===== config.mk =====
export PLATFORM = sky130hd
export DESIGN_NAME = hbot_line_step_generator_unit
export DESIGN_NICKNAME = d
export VERILOG_FILES = /design/src/sv/hlsg_pkg.sv /design/src/sv/hlsg_front.sv /design/src/sv/hlsg_queue.sv /design/src/sv/hlsg_back.sv /design/src/sv/hbot_line_step_generator_unit.sv
export SDC_FILE = /design/constraint.sdc
export NUM_CORES = 1
export LEC_CHECK = 0
export ABC_AREA = 1
export ABC_CLOCK_PERIOD_IN_PS = 15200
export BUFFER_PORTS_ARGS = -buffer_cell sky130_fd_sc_hd__buf_2
export CORE_ASPECT_RATIO = 1.25
export CORE_UTILIZATION = 60
export DETAILED_ROUTE_END_ITERATION = 10
export GPL_ROUTABILITY_DRIVEN = 0
export GPL_TIMING_DRIVEN = 1
export PLACE_DENSITY = 0.8
export SETUP_SLACK_MARGIN = 0.3
export SYNTH_ARGS = -nofsm -noshare
export SYNTH_HDL_FRONTEND = slang
export SYNTH_SLANG_ARGS = --single-unit
export TNS_END_PERCENT = 30

===== constraint.sdc =====
create_clock -name clk -period 15.2 [get_ports clk]
set_clock_uncertainty 0.2 [all_clocks]
set_input_delay 1.52 -clock clk [delete_from_list [all_inputs] [get_ports clk]]
set_output_delay 1.52 -clock clk [all_outputs]
set_load 0.05 [all_outputs]

===== src/sv/hlsg_pkg.sv =====
// Shared types, constants and helpers of the H-bot line step generator.
package hlsg_pkg;

  // Coordinate width of the stored position; the ports keep fixed field widths.
  localparam int COORD_BITS_DEF = 14;
  localparam int FIELD_W        = 14;
  localparam int FUNC_W         = 3;
  localparam int HALF_W         = 16;
  localparam logic [HALF_W-1:0] HALF_RESET = 16'd700;

  // Stream payload widths, padded to whole bytes.
  localparam int IN_TDATA_W  = 32;
  localparam int IN_TUSER_W  = 8;
  localparam int OUT_TDATA_W = 40;

  // Bit positions of the result fields in out_tdata.
  localparam int OB_TOP_STEP    = 0;
  localparam int OB_STEP_BOTTOM = 1;
  localparam int OB_DIR_TOP     = 2;
  localparam int OB_DIR_BOTTOM  = 3;
  localparam int OB_ENABLE_N    = 4;
  localparam int OB_BUSY        = 5;
  localparam int OB_STATUS      = 6;
  localparam int OB_POS_X       = 7;
  localparam int OB_POS_Y       = OB_POS_X + FIELD_W;

  // Function codes on the input channel.
  localparam logic [FUNC_W-1:0] FUNC_TICK    = 3'd0;
  localparam logic [FUNC_W-1:0] FUNC_TRAVEL  = 3'd1;
  localparam logic [FUNC_W-1:0] FUNC_HOME    = 3'd2;
  localparam logic [FUNC_W-1:0] FUNC_ENABLE  = 3'd3;
  localparam logic [FUNC_W-1:0] FUNC_DISABLE = 3'd4;

  // Direction codes of a line step, combined for diagonals.
  localparam logic [3:0] MV_UP    = 4'd1;
  localparam logic [3:0] MV_RIGHT = 4'd2;
  localparam logic [3:0] MV_DOWN  = 4'd4;
  localparam logic [3:0] MV_LEFT  = 4'd8;

  typedef enum logic [2:0] {
    CMD_TICK,
    CMD_TRAVEL,
    CMD_HOME,
    CMD_ENABLE,
    CMD_DISABLE,
    CMD_NOP
  } cmd_t;

  typedef enum logic [1:0] {
    PH_IDLE,
    PH_HIGH,
    PH_LOW
  } phase_t;

  // One classified command waiting between front and back.
  typedef struct packed {
    cmd_t               cmd;
    logic [FIELD_W-1:0] tx;
    logic [FIELD_W-1:0] ty;
  } cmd_item_t;

  // One result item.
  typedef struct packed {
    logic [FIELD_W-1:0] pos_y;
    logic [FIELD_W-1:0] pos_x;
    logic               status;
    logic               busy;
    logic               enable_n;
    logic               dir_bottom;
    logic               dir_top;
    logic               step_bottom;
    logic               top_step;
  } res_t;

  // Direction levels (bit 0 top, bit 1 bottom) and motor mask of a step.
  typedef struct packed {
    logic [1:0] dir;
    logic [1:0] mask;
  } drive_t;

  // Map a direction code onto the two belt motors. A diagonal turns one motor
  // and leaves the other motor's direction bit alone.
  function automatic drive_t motion_apply(input logic [3:0] code, input logic [1:0] dir);
    drive_t d;
    logic   up, rt, dn, lf;
    up = code[0];
    rt = code[1];
    dn = code[2];
    lf = code[3];
    d.dir  = dir;
    d.mask = 2'b11;
    if ((up || dn) && (rt || lf)) begin
      if (rt ^ dn) begin
        d.mask = 2'b01;
        d.dir  = {dir[1], dn};
      end else begin
        d.mask = 2'b10;
        d.dir  = {dn, dir[0]};
      end
    end else if (up) begin
      d.dir = 2'b00;
    end else if (dn) begin
      d.dir = 2'b11;
    end else if (lf) begin
      d.dir = 2'b01;
    end else begin
      d.dir = 2'b10;
    end
    return d;
  endfunction

endpackage


===== src/sv/hlsg_front.sv =====
// Front end: input handshake and decoding of the function code.
module hlsg_front (
  input  logic                             in_tvalid,
  output logic                             in_tready,
  input  logic [hlsg_pkg::IN_TDATA_W-1:0]  in_tdata,
  input  logic [hlsg_pkg::IN_TUSER_W-1:0]  in_tuser,
  input  logic                             q_full,
  output logic                             q_push,
  output hlsg_pkg::cmd_item_t              q_item
);

  logic [hlsg_pkg::FUNC_W-1:0] func;

  assign func      = in_tuser[hlsg_pkg::FUNC_W-1:0];
  assign in_tready = !q_full;
  assign q_push    = in_tvalid && !q_full;

  always_comb begin
    q_item.tx = in_tdata[hlsg_pkg::FIELD_W-1:0];
    q_item.ty = in_tdata[2*hlsg_pkg::FIELD_W-1:hlsg_pkg::FIELD_W];
    unique case (func)
      hlsg_pkg::FUNC_TICK:    q_item.cmd = hlsg_pkg::CMD_TICK;
      hlsg_pkg::FUNC_TRAVEL:  q_item.cmd = hlsg_pkg::CMD_TRAVEL;
      hlsg_pkg::FUNC_HOME:    q_item.cmd = hlsg_pkg::CMD_HOME;
      hlsg_pkg::FUNC_ENABLE:  q_item.cmd = hlsg_pkg::CMD_ENABLE;
      hlsg_pkg::FUNC_DISABLE: q_item.cmd = hlsg_pkg::CMD_DISABLE;
      default:                q_item.cmd = hlsg_pkg::CMD_NOP;
    endcase
  end

endmodule


===== src/sv/hlsg_queue.sv =====
// Two-entry command queue between the front and the back.
module hlsg_queue (
  input  logic                clk,
  input  logic                rst_n,
  input  logic                push,
  input  hlsg_pkg::cmd_item_t push_item,
  input  logic                pop,
  output logic                full,
  output logic                not_empty,
  output hlsg_pkg::cmd_item_t head
);

  hlsg_pkg::cmd_item_t entries_r [2];
  logic       wr_ptr_r, wr_ptr_nxt;
  logic       rd_ptr_r, rd_ptr_nxt;
  logic [1:0] count_r, count_nxt;

  assign full      = (count_r == 2'd2);
  assign not_empty = (count_r != 2'd0);
  assign head      = entries_r[rd_ptr_r];

  always_comb begin
    wr_ptr_nxt = push ? !wr_ptr_r : wr_ptr_r;
    rd_ptr_nxt = pop  ? !rd_ptr_r : rd_ptr_r;
    count_nxt  = count_r + {1'b0, push} - {1'b0, pop};
  end

  always_ff @(posedge clk) begin
    if (!rst_n) begin
      wr_ptr_r <= 1'b0;
      rd_ptr_r <= 1'b0;
      count_r  <= 2'd0;
    end else begin
      wr_ptr_r <= wr_ptr_nxt;
      rd_ptr_r <= rd_ptr_nxt;
      count_r  <= count_nxt;
    end
  end

  always_ff @(posedge clk) begin
    if (push) begin
      entries_r[wr_ptr_r] <= push_item;
    end
  end

endmodule


===== src/sv/hlsg_back.sv =====
// Back end: line setup, step pulse timing, position state and result register.
module hlsg_back #(
  parameter int COORD_BITS = hlsg_pkg::COORD_BITS_DEF
) (
  input  logic                          clk,
  input  logic                          rst_n,
  input  logic                          cfg_we,
  input  logic [hlsg_pkg::HALF_W-1:0]   cfg_wdata,
  input  logic                          q_valid,
  input  hlsg_pkg::cmd_item_t           q_item,
  output logic                          q_pop,
  output logic                          res_valid,
  input  logic                          res_ready,
  output hlsg_pkg::res_t                res
);

  localparam int C = COORD_BITS;
  localparam int E = COORD_BITS + 3;

  logic [hlsg_pkg::HALF_W-1:0] half_r, half_ticks;

  logic [C-1:0]          cur_x_r, cur_x_nxt, cur_y_r, cur_y_nxt;
  logic [C-1:0]          goal_x_r, goal_x_nxt, goal_y_r, goal_y_nxt;
  logic [C-1:0]          steps_r, steps_nxt, steps_dec;
  logic signed [E-1:0]   err_r, err_nxt;
  logic [C:0]            s_inc_r, s_inc_nxt;
  logic signed [E-1:0]   d_inc_r, d_inc_nxt;
  logic [3:0]            d_mot_r, d_mot_nxt, s_mot_r, s_mot_nxt;
  logic [hlsg_pkg::HALF_W-1:0] ticks_r, ticks_nxt;
  hlsg_pkg::phase_t      phase_r, phase_nxt;
  logic [1:0]            dir_r, dir_nxt, mask_r, mask_nxt;
  logic                  drv_on_r, drv_on_nxt;
  logic                  out_valid_r;
  hlsg_pkg::res_t        res_r, res_nxt;

  logic                fire, busy, status;
  logic [C-1:0]        tx, ty, ax, ay, lng, sht;
  logic                neg_x, neg_y, steep;
  logic [3:0]          xc, yc, t_dmot, t_smot;
  logic [C:0]          t_sinc;
  logic signed [E-1:0] t_le0, t_dinc;
  logic                travel;
  logic signed [E-1:0] bs_err, bs_dinc, bs_err_new;
  logic [C:0]          bs_sinc;
  logic [3:0]          bs_dmot, bs_smot;
  logic                bs_diag;
  hlsg_pkg::drive_t    bs_drive;

  assign fire       = q_valid && (!out_valid_r || res_ready);
  assign q_pop      = fire;
  assign res_valid  = out_valid_r;
  assign res        = res_r;
  assign half_ticks = (half_r == '0) ? {{(hlsg_pkg::HALF_W-1){1'b0}}, 1'b1} : half_r;
  assign busy       = (phase_r != hlsg_pkg::PH_IDLE);

  // Line setup: octant, major and minor axis, initial error and increments.
  always_comb begin
    tx     = C'(q_item.tx);
    ty     = C'(q_item.ty);
    neg_x  = tx < cur_x_r;
    neg_y  = ty < cur_y_r;
    ax     = neg_x ? (cur_x_r - tx) : (tx - cur_x_r);
    ay     = neg_y ? (cur_y_r - ty) : (ty - cur_y_r);
    xc     = neg_x ? hlsg_pkg::MV_LEFT : hlsg_pkg::MV_RIGHT;
    yc     = neg_y ? hlsg_pkg::MV_DOWN : hlsg_pkg::MV_UP;
    steep  = ay > ax;
    lng    = steep ? ay : ax;
    sht    = steep ? ax : ay;
    t_dmot = xc | yc;
    t_smot = steep ? yc : xc;
    t_sinc = {sht, 1'b0};
    t_le0  = $signed({2'b00, t_sinc}) - $signed({3'b000, lng});
    t_dinc = t_le0 - $signed({3'b000, lng});
  end

  // One Bresenham step, shared by line setup and by the end of a low level.
  always_comb begin
    travel     = (q_item.cmd == hlsg_pkg::CMD_TRAVEL);
    bs_err     = travel ? t_le0  : err_r;
    bs_dinc    = travel ? t_dinc : d_inc_r;
    bs_sinc    = travel ? t_sinc : s_inc_r;
    bs_dmot    = travel ? t_dmot : d_mot_r;
    bs_smot    = travel ? t_smot : s_mot_r;
    bs_diag    = !bs_err[E-1];
    bs_err_new = bs_err + (bs_diag ? bs_dinc : $signed({2'b00, bs_sinc}));
    bs_drive   = hlsg_pkg::motion_apply(bs_diag ? bs_dmot : bs_smot, dir_r);
    steps_dec  = (steps_r != '0) ? steps_r - 1'b1 : steps_r;
  end

  always_comb begin
    cur_x_nxt  = cur_x_r;
    cur_y_nxt  = cur_y_r;
    goal_x_nxt = goal_x_r;
    goal_y_nxt = goal_y_r;
    steps_nxt  = steps_r;
    err_nxt    = err_r;
    s_inc_nxt  = s_inc_r;
    d_inc_nxt  = d_inc_r;
    d_mot_nxt  = d_mot_r;
    s_mot_nxt  = s_mot_r;
    ticks_nxt  = ticks_r;
    phase_nxt  = phase_r;
    dir_nxt    = dir_r;
    mask_nxt   = mask_r;
    drv_on_nxt = drv_on_r;
    status     = 1'b0;
    if (fire) begin
      unique case (q_item.cmd)
        hlsg_pkg::CMD_TICK: begin
          if (busy) begin
            if (ticks_r > {{(hlsg_pkg::HALF_W-1){1'b0}}, 1'b1}) begin
              ticks_nxt = ticks_r - 1'b1;
            end else if (phase_r == hlsg_pkg::PH_HIGH) begin
              phase_nxt = hlsg_pkg::PH_LOW;
              ticks_nxt = half_ticks;
            end else begin
              steps_nxt = steps_dec;
              if (steps_dec == '0) begin
                cur_x_nxt = goal_x_r;
                cur_y_nxt = goal_y_r;
                phase_nxt = hlsg_pkg::PH_IDLE;
                ticks_nxt = '0;
                mask_nxt  = 2'b00;
              end else begin
                err_nxt   = bs_err_new;
                dir_nxt   = bs_drive.dir;
                mask_nxt  = bs_drive.mask;
                phase_nxt = hlsg_pkg::PH_HIGH;
                ticks_nxt = half_ticks;
              end
            end
          end
        end
        hlsg_pkg::CMD_TRAVEL: begin
          if (busy) begin
            status = 1'b1;
          end else begin
            d_mot_nxt  = t_dmot;
            s_mot_nxt  = t_smot;
            s_inc_nxt  = t_sinc;
            d_inc_nxt  = t_dinc;
            steps_nxt  = lng;
            goal_x_nxt = tx;
            goal_y_nxt = ty;
            if (lng == '0) begin
              // Zero-length line: commit at once, nothing to step.
              err_nxt   = t_le0;
              cur_x_nxt = tx;
              cur_y_nxt = ty;
              phase_nxt = hlsg_pkg::PH_IDLE;
              mask_nxt  = 2'b00;
            end else begin
              err_nxt   = bs_err_new;
              dir_nxt   = bs_drive.dir;
              mask_nxt  = bs_drive.mask;
              phase_nxt = hlsg_pkg::PH_HIGH;
              ticks_nxt = half_ticks;
            end
          end
        end
        hlsg_pkg::CMD_HOME: begin
          if (busy) begin
            status = 1'b1;
          end else begin
            drv_on_nxt = 1'b0;
            cur_x_nxt  = '0;
            cur_y_nxt  = '0;
          end
        end
        hlsg_pkg::CMD_ENABLE:  drv_on_nxt = 1'b1;
        hlsg_pkg::CMD_DISABLE: drv_on_nxt = 1'b0;
        default: ;
      endcase
    end
  end

  always_comb begin
    res_nxt.top_step    = (phase_nxt == hlsg_pkg::PH_HIGH) && mask_nxt[0];
    res_nxt.step_bottom = (phase_nxt == hlsg_pkg::PH_HIGH) && mask_nxt[1];
    res_nxt.dir_top     = dir_nxt[0];
    res_nxt.dir_bottom  = dir_nxt[1];
    res_nxt.enable_n    = !drv_on_nxt;
    res_nxt.busy        = (phase_nxt != hlsg_pkg::PH_IDLE);
    res_nxt.status      = status;
    res_nxt.pos_x       = hlsg_pkg::FIELD_W'(cur_x_nxt);
    res_nxt.pos_y       = hlsg_pkg::FIELD_W'(cur_y_nxt);
  end

  always_ff @(posedge clk) begin
    if (!rst_n) begin
      half_r      <= hlsg_pkg::HALF_RESET;
      cur_x_r     <= '0;
      cur_y_r     <= '0;
      goal_x_r    <= '0;
      goal_y_r    <= '0;
      steps_r     <= '0;
      err_r       <= '0;
      s_inc_r     <= '0;
      d_inc_r     <= '0;
      d_mot_r     <= '0;
      s_mot_r     <= '0;
      ticks_r     <= '0;
      phase_r     <= hlsg_pkg::PH_IDLE;
      dir_r       <= 2'b00;
      mask_r      <= 2'b00;
      drv_on_r    <= 1'b0;
      out_valid_r <= 1'b0;
    end else begin
      if (cfg_we) begin
        half_r <= cfg_wdata;
      end
      cur_x_r     <= cur_x_nxt;
      cur_y_r     <= cur_y_nxt;
      goal_x_r    <= goal_x_nxt;
      goal_y_r    <= goal_y_nxt;
      steps_r     <= steps_nxt;
      err_r       <= err_nxt;
      s_inc_r     <= s_inc_nxt;
      d_inc_r     <= d_inc_nxt;
      d_mot_r     <= d_mot_nxt;
      s_mot_r     <= s_mot_nxt;
      ticks_r     <= ticks_nxt;
      phase_r     <= phase_nxt;
      dir_r       <= dir_nxt;
      mask_r      <= mask_nxt;
      drv_on_r    <= drv_on_nxt;
      if (fire) begin
        out_valid_r <= 1'b1;
      end else if (res_ready) begin
        out_valid_r <= 1'b0;
      end
    end
  end

  always_ff @(posedge clk) begin
    if (fire) begin
      res_r <= res_nxt;
    end
  end

endmodule


===== src/sv/hbot_line_step_generator_unit.sv =====
// Top level of the H-bot line step generator.
//
// The input stream carries commands: in_tuser holds the function code (tick,
// travel, home, enable drivers, disable drivers) and in_tdata the absolute
// travel target. Every accepted command produces exactly one result transfer
// on the output stream, which reports the step and direction levels of both
// belt motors, the active-low driver enable, the busy flag, the command
// status and the committed position.
// A travel draws a Bresenham line from the committed position; ticks then
// play each step out as a high level and a low level of step_half_period
// ticks each. The half period is written through cfg_we and cfg_wdata.
// The front decodes each command into a two-entry queue, and the back takes
// it from the queue head, executes it and loads the output register.
// Throughput is one command per cycle while the receiver takes results; the
// back's state update (one Bresenham add per step) sets that figure.
// When the receiver stalls, the output register holds its result, the back
// stops draining the queue and in_tready falls once both queue entries fill.
// Reset (rst_n low at a clock edge) zeroes the position, stops any line,
// disables the drivers, empties the queue and sets the half period to 700.
module hbot_line_step_generator_unit #(
  parameter int COORD_BITS = hlsg_pkg::COORD_BITS_DEF
) (
  input  logic                             clk,
  input  logic                             rst_n,
  // Configuration: step_half_period.
  input  logic                             cfg_we,
  input  logic [hlsg_pkg::HALF_W-1:0]      cfg_wdata,
  // Input stream.
  input  logic                             in_tvalid,
  output logic                             in_tready,
  // [13:0] target_x, [27:14] target_y, zero padded.
  input  logic [hlsg_pkg::IN_TDATA_W-1:0]  in_tdata,
  // [2:0] func, zero padded.
  input  logic [hlsg_pkg::IN_TUSER_W-1:0]  in_tuser,
  // Result stream.
  output logic                             out_tvalid,
  input  logic                             out_tready,
  // [0] top_step, [1] step_bottom, [2] dir_top, [3] dir_bottom, [4] enable_n,
  // [5] busy_res, [6] status, [20:7] pos_x, [34:21] pos_y, zero padded.
  output logic [hlsg_pkg::OUT_TDATA_W-1:0] out_tdata
);

  hlsg_pkg::cmd_item_t front_item, head_item;
  hlsg_pkg::res_t      res;
  logic                q_push, q_pop, q_full, q_valid;

  hlsg_front u_front (
    .in_tvalid (in_tvalid),
    .in_tready (in_tready),
    .in_tdata  (in_tdata),
    .in_tuser  (in_tuser),
    .q_full    (q_full),
    .q_push    (q_push),
    .q_item    (front_item)
  );

  hlsg_queue u_queue (
    .clk       (clk),
    .rst_n     (rst_n),
    .push      (q_push),
    .push_item (front_item),
    .pop       (q_pop),
    .full      (q_full),
    .not_empty (q_valid),
    .head      (head_item)
  );

  hlsg_back #(
    .COORD_BITS (COORD_BITS)
  ) u_back (
    .clk       (clk),
    .rst_n     (rst_n),
    .cfg_we    (cfg_we),
    .cfg_wdata (cfg_wdata),
    .q_valid   (q_valid),
    .q_item    (head_item),
    .q_pop     (q_pop),
    .res_valid (out_tvalid),
    .res_ready (out_tready),
    .res       (res)
  );

  // Pack the result fields, lowest field first.
  always_comb begin
    out_tdata = '0;
    out_tdata[hlsg_pkg::OB_TOP_STEP]    = res.top_step;
    out_tdata[hlsg_pkg::OB_STEP_BOTTOM] = res.step_bottom;
    out_tdata[hlsg_pkg::OB_DIR_TOP]     = res.dir_top;
    out_tdata[hlsg_pkg::OB_DIR_BOTTOM]  = res.dir_bottom;
    out_tdata[hlsg_pkg::OB_ENABLE_N]    = res.enable_n;
    out_tdata[hlsg_pkg::OB_BUSY]        = res.busy;
    out_tdata[hlsg_pkg::OB_STATUS]      = res.status;
    out_tdata[hlsg_pkg::OB_POS_X +: hlsg_pkg::FIELD_W] = res.pos_x;
    out_tdata[hlsg_pkg::OB_POS_Y +: hlsg_pkg::FIELD_W] = res.pos_y;
  end

endmodule


==> impl_metrics.toml, run 1 <==
[outcome]
status = "completed"

[floorplanning]
die_w_um = 159.3
core_um2 = 30290
initial_utilization_pct = 61.25
die_h_um = 198.6
dieArea_um2 = 31630
rows = 71
io_pins = 103

[worst_setup_path]
arrival_ps = 12100
endpoint_kind = "flop"
cp_max_fo = 62
critPathSlowestCell = "dfxtp_2"
slowest_delay_ps = 980
crit_type = "flop to flop"
start_kind = "flop"
required_ps = 15420

[route]
drt-total-wl_um = 47580
dr.pass1.iters = 6
route.detailed.drc = 0
ant_nets = 0
vias = 17460
wl_per_cell_um = 15.66
viasPerCell = 5.748
drtIter0Drc = 1502

[clock_network]
clock_path_buffers = 3
postCtsSetupRepairBufs = 0
cts_root_buf = "clkbuf_16"
htreeDepth = 1
hold_buffers = 0
cts_resized = 0
clk_pin_slew_ps = 60
clk_latency_ps = 580
cts_sinks = 267
tritoncts = "yes"
numCtsBuffers = 28

[sta]
max_freq_mhz = 84.20
setup_viol = 0
finalHoldViolations = 0
fin_crit_ps = 11880
fin_crit_sh_pct = 78.13
slew_headroom_pct = 15.67
grt_setup_unrepaired = "false"
final.setup.tns_ps = 0
slew_viol_final = 0
worst_pin_slew_ps = 1265

[logic_synthesis]
synth.area.top_cells = "dfxtp_1 (18%), edfxtp_1 (16%), nand2_1 (11%)"
yosysMostFrequentCell = "nand2_1"
synth_top_area_cell = "dfxtp_1"
ys_ff_latch = 267
synth-compound-area-share_pct = 21.60
ys.warnings.count = 0
syn_avg_cell_area_um2 = 7.144
synthAdderAreaFrac_pct = 8.065
synthMuxAreaShare_pct = 0.2697
synth_xor_area_share_pct = 3.163
synth_cell_type_count = 63
synth_commonest_cells = "nand2_1 (544), inv_1 (376), a21oi_1 (270)"
async_reset_ff_share_pct = 0
synth_top_area_share_pct = 18.34
synth-edff-count = 97
yosys.area_share.simple_pct = 22.07
yosysSeqAreaShare_pct = 34.04
synthCells = 2597
synth_ff_type = "dfxtp_1"
synth_top_family_by_area = "simple AND/OR/NAND/NOR gates"
syn-cell-area_um2 = 18550

[placed_design]
port_buffers = 88
place_area_um2 = 19130
dpl.hpwl_um = 33420

[layout]
insertedDiodeCount = 0
fillers = 2561
fin_nets = 2792
areaGrowthSynthToFinish_pct = 8.402
final_cell_area_um2 = 20110
layout-drive-gt1-share_pct = 8.798

[global_route]
grt_max_degree = 94
grt_pass1_vias = 16700
track_usage_pct = 29.85
grt_pass1_wl_um = 77990
antenna_found_initial = 0
overflow = 0

[hold_path]
hp-start = "u_back.half_r[0]"
holdCritPathClass = "flop to flop"

[run]
maxCapViolCount = 0
## worst max-delay path: cells and delay by family, from the launching register on
family	cells	cell delay, ps
buf+inv	11	1720
fa+ha+maj	5	1490
simple gates	20	3270
flops	1	980
compound gates	21	3730
xor+xnor	1	270
## cells by family (layout without fill, tap and decap cells)
family,Yosys count,after routing
AO/OA/AOI/OAI,695,695
XOR/XNOR,67,67
adder cells (fa/ha/maj),116,116
other,1,6
flip-flops,267,267
multiplexers,5,5
AND/OR/NAND/NOR,940,940
buffers and inverters,506,541
## area by class of cell
class	instances	area, µm²	area share [%]
Clock inverter	24	282.8	1.406
Tap cell	401	501.7	2.495
Multi-Input combinational cell	1829	10310	51.25
Inverter	386	1449	7.204
Sequential cell	267	6317	31.41
Clock buffer	28	700.7	3.484
Timing Repair Buffer	103	553.0	2.750
## per-stage QoR
stage	utilization [%]	hold slack [ps]	setup slack [ps]	instances
2_1_floorplan	-	223.4	5957	2602
3_3_place_gp	63.15	226.4	3763	2986
3_5_place_dp	63.15	238.2	3504	2986
4_1_cts	66.40	247.9	3494	3038
5_1_grt	66.40	274.4	2417	3038
6_report	66.40	249.5	3324	3038
## layer usage
metal  vias up  track usage [%]  part of all wire, %
li1       8678                -                    -
met1      8085            34.58                   42
met2       567            54.48                   49
met3       132            3.294                  5.2
met4         0            15.35                  4.3
met5         -                0                    0
## flip-flops by register name, summed over array words and instances (netlist names), 16 cells and up, named ones only
| signal | count |
|---|---|
| u_back.d_inc_r | 16 |
| u_back.err_r | 17 |
| u_back.ticks_r | 16 |
| u_back.res | 35 |
| u_back.half_r | 16 |
| u_queue.entries_r | 62 |
## final timing paths
check                     endpoint  slack (ps)  cells after the start
hold / removal    u_back.half_r[0]         250                      2
hold reg to reg   u_back.half_r[0]         250                      2
setup reg to reg  u_back.err_r[16]        3320                     58
setup / recovery  u_back.err_r[16]        3320                     58
## layout by cell type, fill, tap and decap left out, types with 88 or more instances in the layout
cell type,netlist,routed
inv_1,376,374
o211ai_1,107,107
nand2_1,544,544
edfxtp_1,97,97
o21ai_0,221,220
buf_2,13,88
ha_1,110,110
nor2_1,143,140
a21oi_1,270,269
nand3_1,96,96
dfxtp_1,170,169
Power of run 1 is not shown: default switching activity piles up to over one toggle a cycle in this logic, so the estimate is an artifact.
==> run 2, diff against run 1 <==
--- a/config.mk
+++ b/config.mk
@@ -6,14 +6,14 @@
 export NUM_CORES = 1
 export LEC_CHECK = 0
 export ABC_AREA = 1
-export ABC_CLOCK_PERIOD_IN_PS = 15200
+export ABC_CLOCK_PERIOD_IN_PS = 9500
 export BUFFER_PORTS_ARGS = -buffer_cell sky130_fd_sc_hd__buf_2
 export CORE_ASPECT_RATIO = 1.25
-export CORE_UTILIZATION = 60
+export CORE_UTILIZATION = 57
 export DETAILED_ROUTE_END_ITERATION = 10
 export GPL_ROUTABILITY_DRIVEN = 0
 export GPL_TIMING_DRIVEN = 1
-export PLACE_DENSITY = 0.8
+export PLACE_DENSITY = 0.79
 export SETUP_SLACK_MARGIN = 0.3
 export SYNTH_ARGS = -nofsm -noshare
 export SYNTH_HDL_FRONTEND = slang
==> constraint.sdc (replaced) <==
create_clock -name clk -period 9.5 [get_ports clk]
set_clock_uncertainty 0.2 [all_clocks]
set_input_delay 0.95 -clock clk [delete_from_list [all_inputs] [get_ports clk]]
set_output_delay 0.95 -clock clk [all_outputs]
set_load 0.05 [all_outputs]
==> impl_metrics.toml, run 2 (synthesized netlist as in run 1, its figures left out) <==
[clock_network]
clk_latency_ps = 570
cts_root_buf = "clkbuf_16"
hold_buffers = 0
cts_sinks = 267
clock_path_buffers = 3
clk_pin_slew_ps = 60
numCtsBuffers = 28
htreeDepth = 1
tritoncts = "yes"

[layout]
ff_latch_area_um2 = 6320
fin_nets = 2894
regMostFlops = "u_queue.entries_r"
instances_no_fill = 3151
finalCoreUtilization_pct = 67.94
final_common_cell = "nand2_1"
most-common-layout-cells = "nand2_1 (529), inv_1 (367), a21oi_1 (251)"
largest_reg_flops = 62
layout-drive-gt1-share_pct = 16.32
insertedDiodeCount = 0
fillers = 2478
multiInputGateArea_um2 = 10930
areaGrowthSynthToFinish_pct = 16.72

[route]
dr.pass1.iters = 9
drt-total-wl_um = 51910
vias = 18360
ant_nets = 0
wl_per_cell_um = 16.47
viasPerCell = 5.825
route.detailed.drc = 0
drtIter0Drc = 1340

[worst_setup_path]
critPathSlowestCell = "dfxtp_4"
start_kind = "flop"
cpMostUsedCell = "a21oi_2"
slowest_delay_ps = 470
arrival_ps = 9180
cp_max_fo = 26
rrSetupSlack_ps = 530
required_ps = 9710
endpoint_kind = "flop"
crit_type = "flop to flop"

[sta]
fin_crit_sh_pct = 94.44
fin_ws_ps = 528.6
fin_crit_ps = 8971
slew_headroom_pct = 16.49
setup_viol = 0
slew_viol_final = 0
grt_setup_unrepaired = "true"
max_freq_mhz = 111.5
worst_pin_slew_ps = 1253
holdWs_ps = 244.7
finalHoldViolations = 0

[outcome]
status = "completed"

[floorplanning]
dieArea_um2 = 33280
core_um2 = 31880
io_pins = 103
rows = 73
initial_utilization_pct = 58.21
die_h_um = 203.7
die_w_um = 163.4

[placed_design]
dpl.hpwl_um = 34440
dp.cells = 3056
port_buffers = 88
dp_slack_ps = -32.84

[global_route]
antenna_found_initial = 0
grt_pass1_vias = 17320
overflow = 0
track_usage_pct = 29.45
grt_pass1_wl_um = 80320
grt_max_degree = 94

[run]
maxCapViolCount = 0

[hold_path]
holdCritPathClass = "flop to flop"
run 2: worst paths after layout:
check                      to  depth (start not counted)             start
max          u_back.err_r[16]                         58              flop
min          u_back.half_r[0]                          2  u_back.half_r[0]
max reg2reg  u_back.err_r[16]                         58              flop
min reg2reg  u_back.half_r[0]                          2  u_back.half_r[0]
run 2: what timing repair did:
item	in CTS	in global routing
pin swaps	16	63
buffers inserted	10	28
gates cloned	1	4
resized for setup	31	148
endpoints found under the setup margin	3	8
run 2: worst max-delay path: cells and delay by family, from the launching register on:
kind,cells,cell delay [ps]
DFF,1,470
AOI/OAI and AO/OA,21,3120
muxes,1,200
adders and majority gates,4,1280
and+or+nand+nor,19,1840
buffers and inverters,12,1400
xor gates and xnor gates,1,280
run 2: routing by layer:
metal | track usage (%) | vias to the layer above | part of all wire [%]
li1 | - | 8876 | -
met1 | 34.13 | 8464 | 39
met2 | 52.65 | 781 | 49
met3 | 3.051 | 235 | 6.2
met4 | 16.02 | 0 | 5.6
met5 | 0 | - | 0
run 2: area by class of cell:
cell class	instances	area share [%]
clock inverters	14	0.9591
well taps	412	2.380
clock buffers	38	3.646
inverters	386	6.719
repair buffers	205	6.662
flip-flops and latches	267	29.18
multi-input cells	1829	50.45
run 2: metrics by stage:
stage	setup TNS [ps]	cell area, µm²
after floorplan	0	18580
after global placement	0	19620
after detailed placement	-32.84	19620
after CTS	0	20790
after global routing	0	21660
final	0	21660
Power of run 2 is left out for the same reason.
==> run 3, diff against run 2 <==
--- a/config.mk
+++ b/config.mk
@@ -14,6 +14,7 @@
 export GPL_ROUTABILITY_DRIVEN = 0
 export GPL_TIMING_DRIVEN = 1
 export PLACE_DENSITY = 0.79
+export REMOVE_ABC_BUFFERS = 1
 export SETUP_SLACK_MARGIN = 0.3
 export SYNTH_ARGS = -nofsm -noshare
 export SYNTH_HDL_FRONTEND = slang
==> impl_metrics.toml, run 3 (synthesized netlist as in run 1, its figures left out) <==
[outcome]
status = "completed"

[floorplanning]
die_h_um = 203.7
io_pins = 103
initial_utilization_pct = 58.21
rows = 73
dieArea_um2 = 33280
die_w_um = 163.4
core_um2 = 31880

[global_route]
grt_pass1_wl_um = 78900
track_usage_pct = 28.79
grt_max_degree = 79
overflow = 0
grt_pass1_vias = 16940
antenna_found_initial = 0

[layout]
layout-drive-gt1-share_pct = 18.35
final_common_cell = "nand2_1"
areaGrowthSynthToFinish_pct = 19.35
most-common-layout-cells = "nand2_1 (518), inv_1 (357), a21oi_1 (254)"
insertedDiodeCount = 0
regMostFlops = "u_queue.entries_r"
fin_nets = 2912
largest_reg_flops = 62
fillers = 2438
instances_no_fill = 3170

[route]
viasPerCell = 5.881
drt-total-wl_um = 53450
route.detailed.drc = 0
dr.pass1.iters = 7
vias = 18640
ant_nets = 0
drtIter0Drc = 1689
wl_per_cell_um = 16.86

[hold_path]
holdCritPathClass = "flop to flop"

[clock_network]
cts_root_buf = "clkbuf_16"
cts_sinks = 267
clk_latency_ps = 580
numCtsBuffers = 29
tritoncts = "yes"
clk_pin_slew_ps = 60
clock_path_buffers = 3
htreeDepth = 1

[worst_setup_path]
cpMostUsedCell = "inv_1"
arrival_ps = 9420
cp_max_fo = 18
required_ps = 9740
endpoint_kind = "flop"
slowest_delay_ps = 450
crit_type = "flop to flop"
critPathSlowestCell = "o21ai_0"
start_kind = "flop"

[run]
maxCapViolCount = 0

[sta]
fin_crit_ps = 9180
finalHoldViolations = 0
slew_viol_final = 0
slew_headroom_pct = 13.74
holdWs_ps = 240.3
final.setup.tns_ps = 0
fin_crit_sh_pct = 96.63
setup_viol = 0
max_freq_mhz = 108.9
worst_pin_slew_ps = 1294

[placed_design]
dpl.hpwl_um = 33920
dp.cells = 3051
port_buffers = 88
==> run 3: changes by cell type in the layout (fill, tap and decap cells not counted), moves of 5 or more <==
cell,before,now
ha_1,92,86
inv_1,367,357
inv_2,14,22
buf_4,104,117
o21ai_1,26,14
o21ai_4,5,16
ha_4,10,21
nand2_2,49,55
ha_2,8,3
nand2_1,529,518
==> run 3: timing repair <==
action,in CTS,in global routing
resized for setup,17,244
gates cloned,0,5
setup buffers,4,56
hold buffers,0,0
setup endpoints to repair,3,8
pin swaps,3,81
==> run 3: layout make-up <==
type	count	area (µm²)	share of cell area [%]
Clock buffer	39	783.3	3.537
Timing Repair Buffer	221	1570	7.091
Tap cell	412	515.5	2.328
Sequential cell	267	6320	28.54
Inverter	386	1463	6.605
Clock inverter	15	196.4	0.8871
Multi-Input combinational cell	1830	11300	51.01
==> run 3: layer usage <==
| layer | routed length [µm] | track usage [%] | vias to the layer above |
|---|---|---|---|
| li1 | - | - | 8920 |
| met1 | 20720 | 33.93 | 8663 |
| met2 | 26280 | 52.07 | 834 |
| met3 | 3492 | 3.335 | 225 |
| met4 | 2962 | 12.28 | 0 |
| met5 | 0 | 0 | - |
==> run 3: path summary, 6_finish.rpt <==
check | start | to | slack, ps | depth (start not counted)
setup reg to reg | flop | u_back.err_r[16] | 320 | 57
setup / recovery | flop | u_back.err_r[16] | 320 | 57
hold / removal | u_queue.rd_ptr_r | flop | 240 | 1
hold reg to reg | u_queue.rd_ptr_r | flop | 240 | 1
==> run 3: per-stage QoR <==
stage                     setup slack (ps)  util (%)  area (µm²)
final                                320.1     69.47       22140
after global routing                -21.09     69.47       22140
after CTS                            313.0     64.64       20600
after detailed placement             78.45     61.38       19570
after global placement               142.6     61.38       19570
after floorplan                      -4391         -       18020
==> run 3: critical path: cells and delay by family, from the launching register on <==
kind            cells  cell delay [ps]
compound gates     25             3910
xor+xnor            1              190
fa+ha+maj           4             1280
buf+inv            13             1560
flops               1              370
mux                 1              290
simple gates       13             1200
Power of run 3 is left out for the same reason.
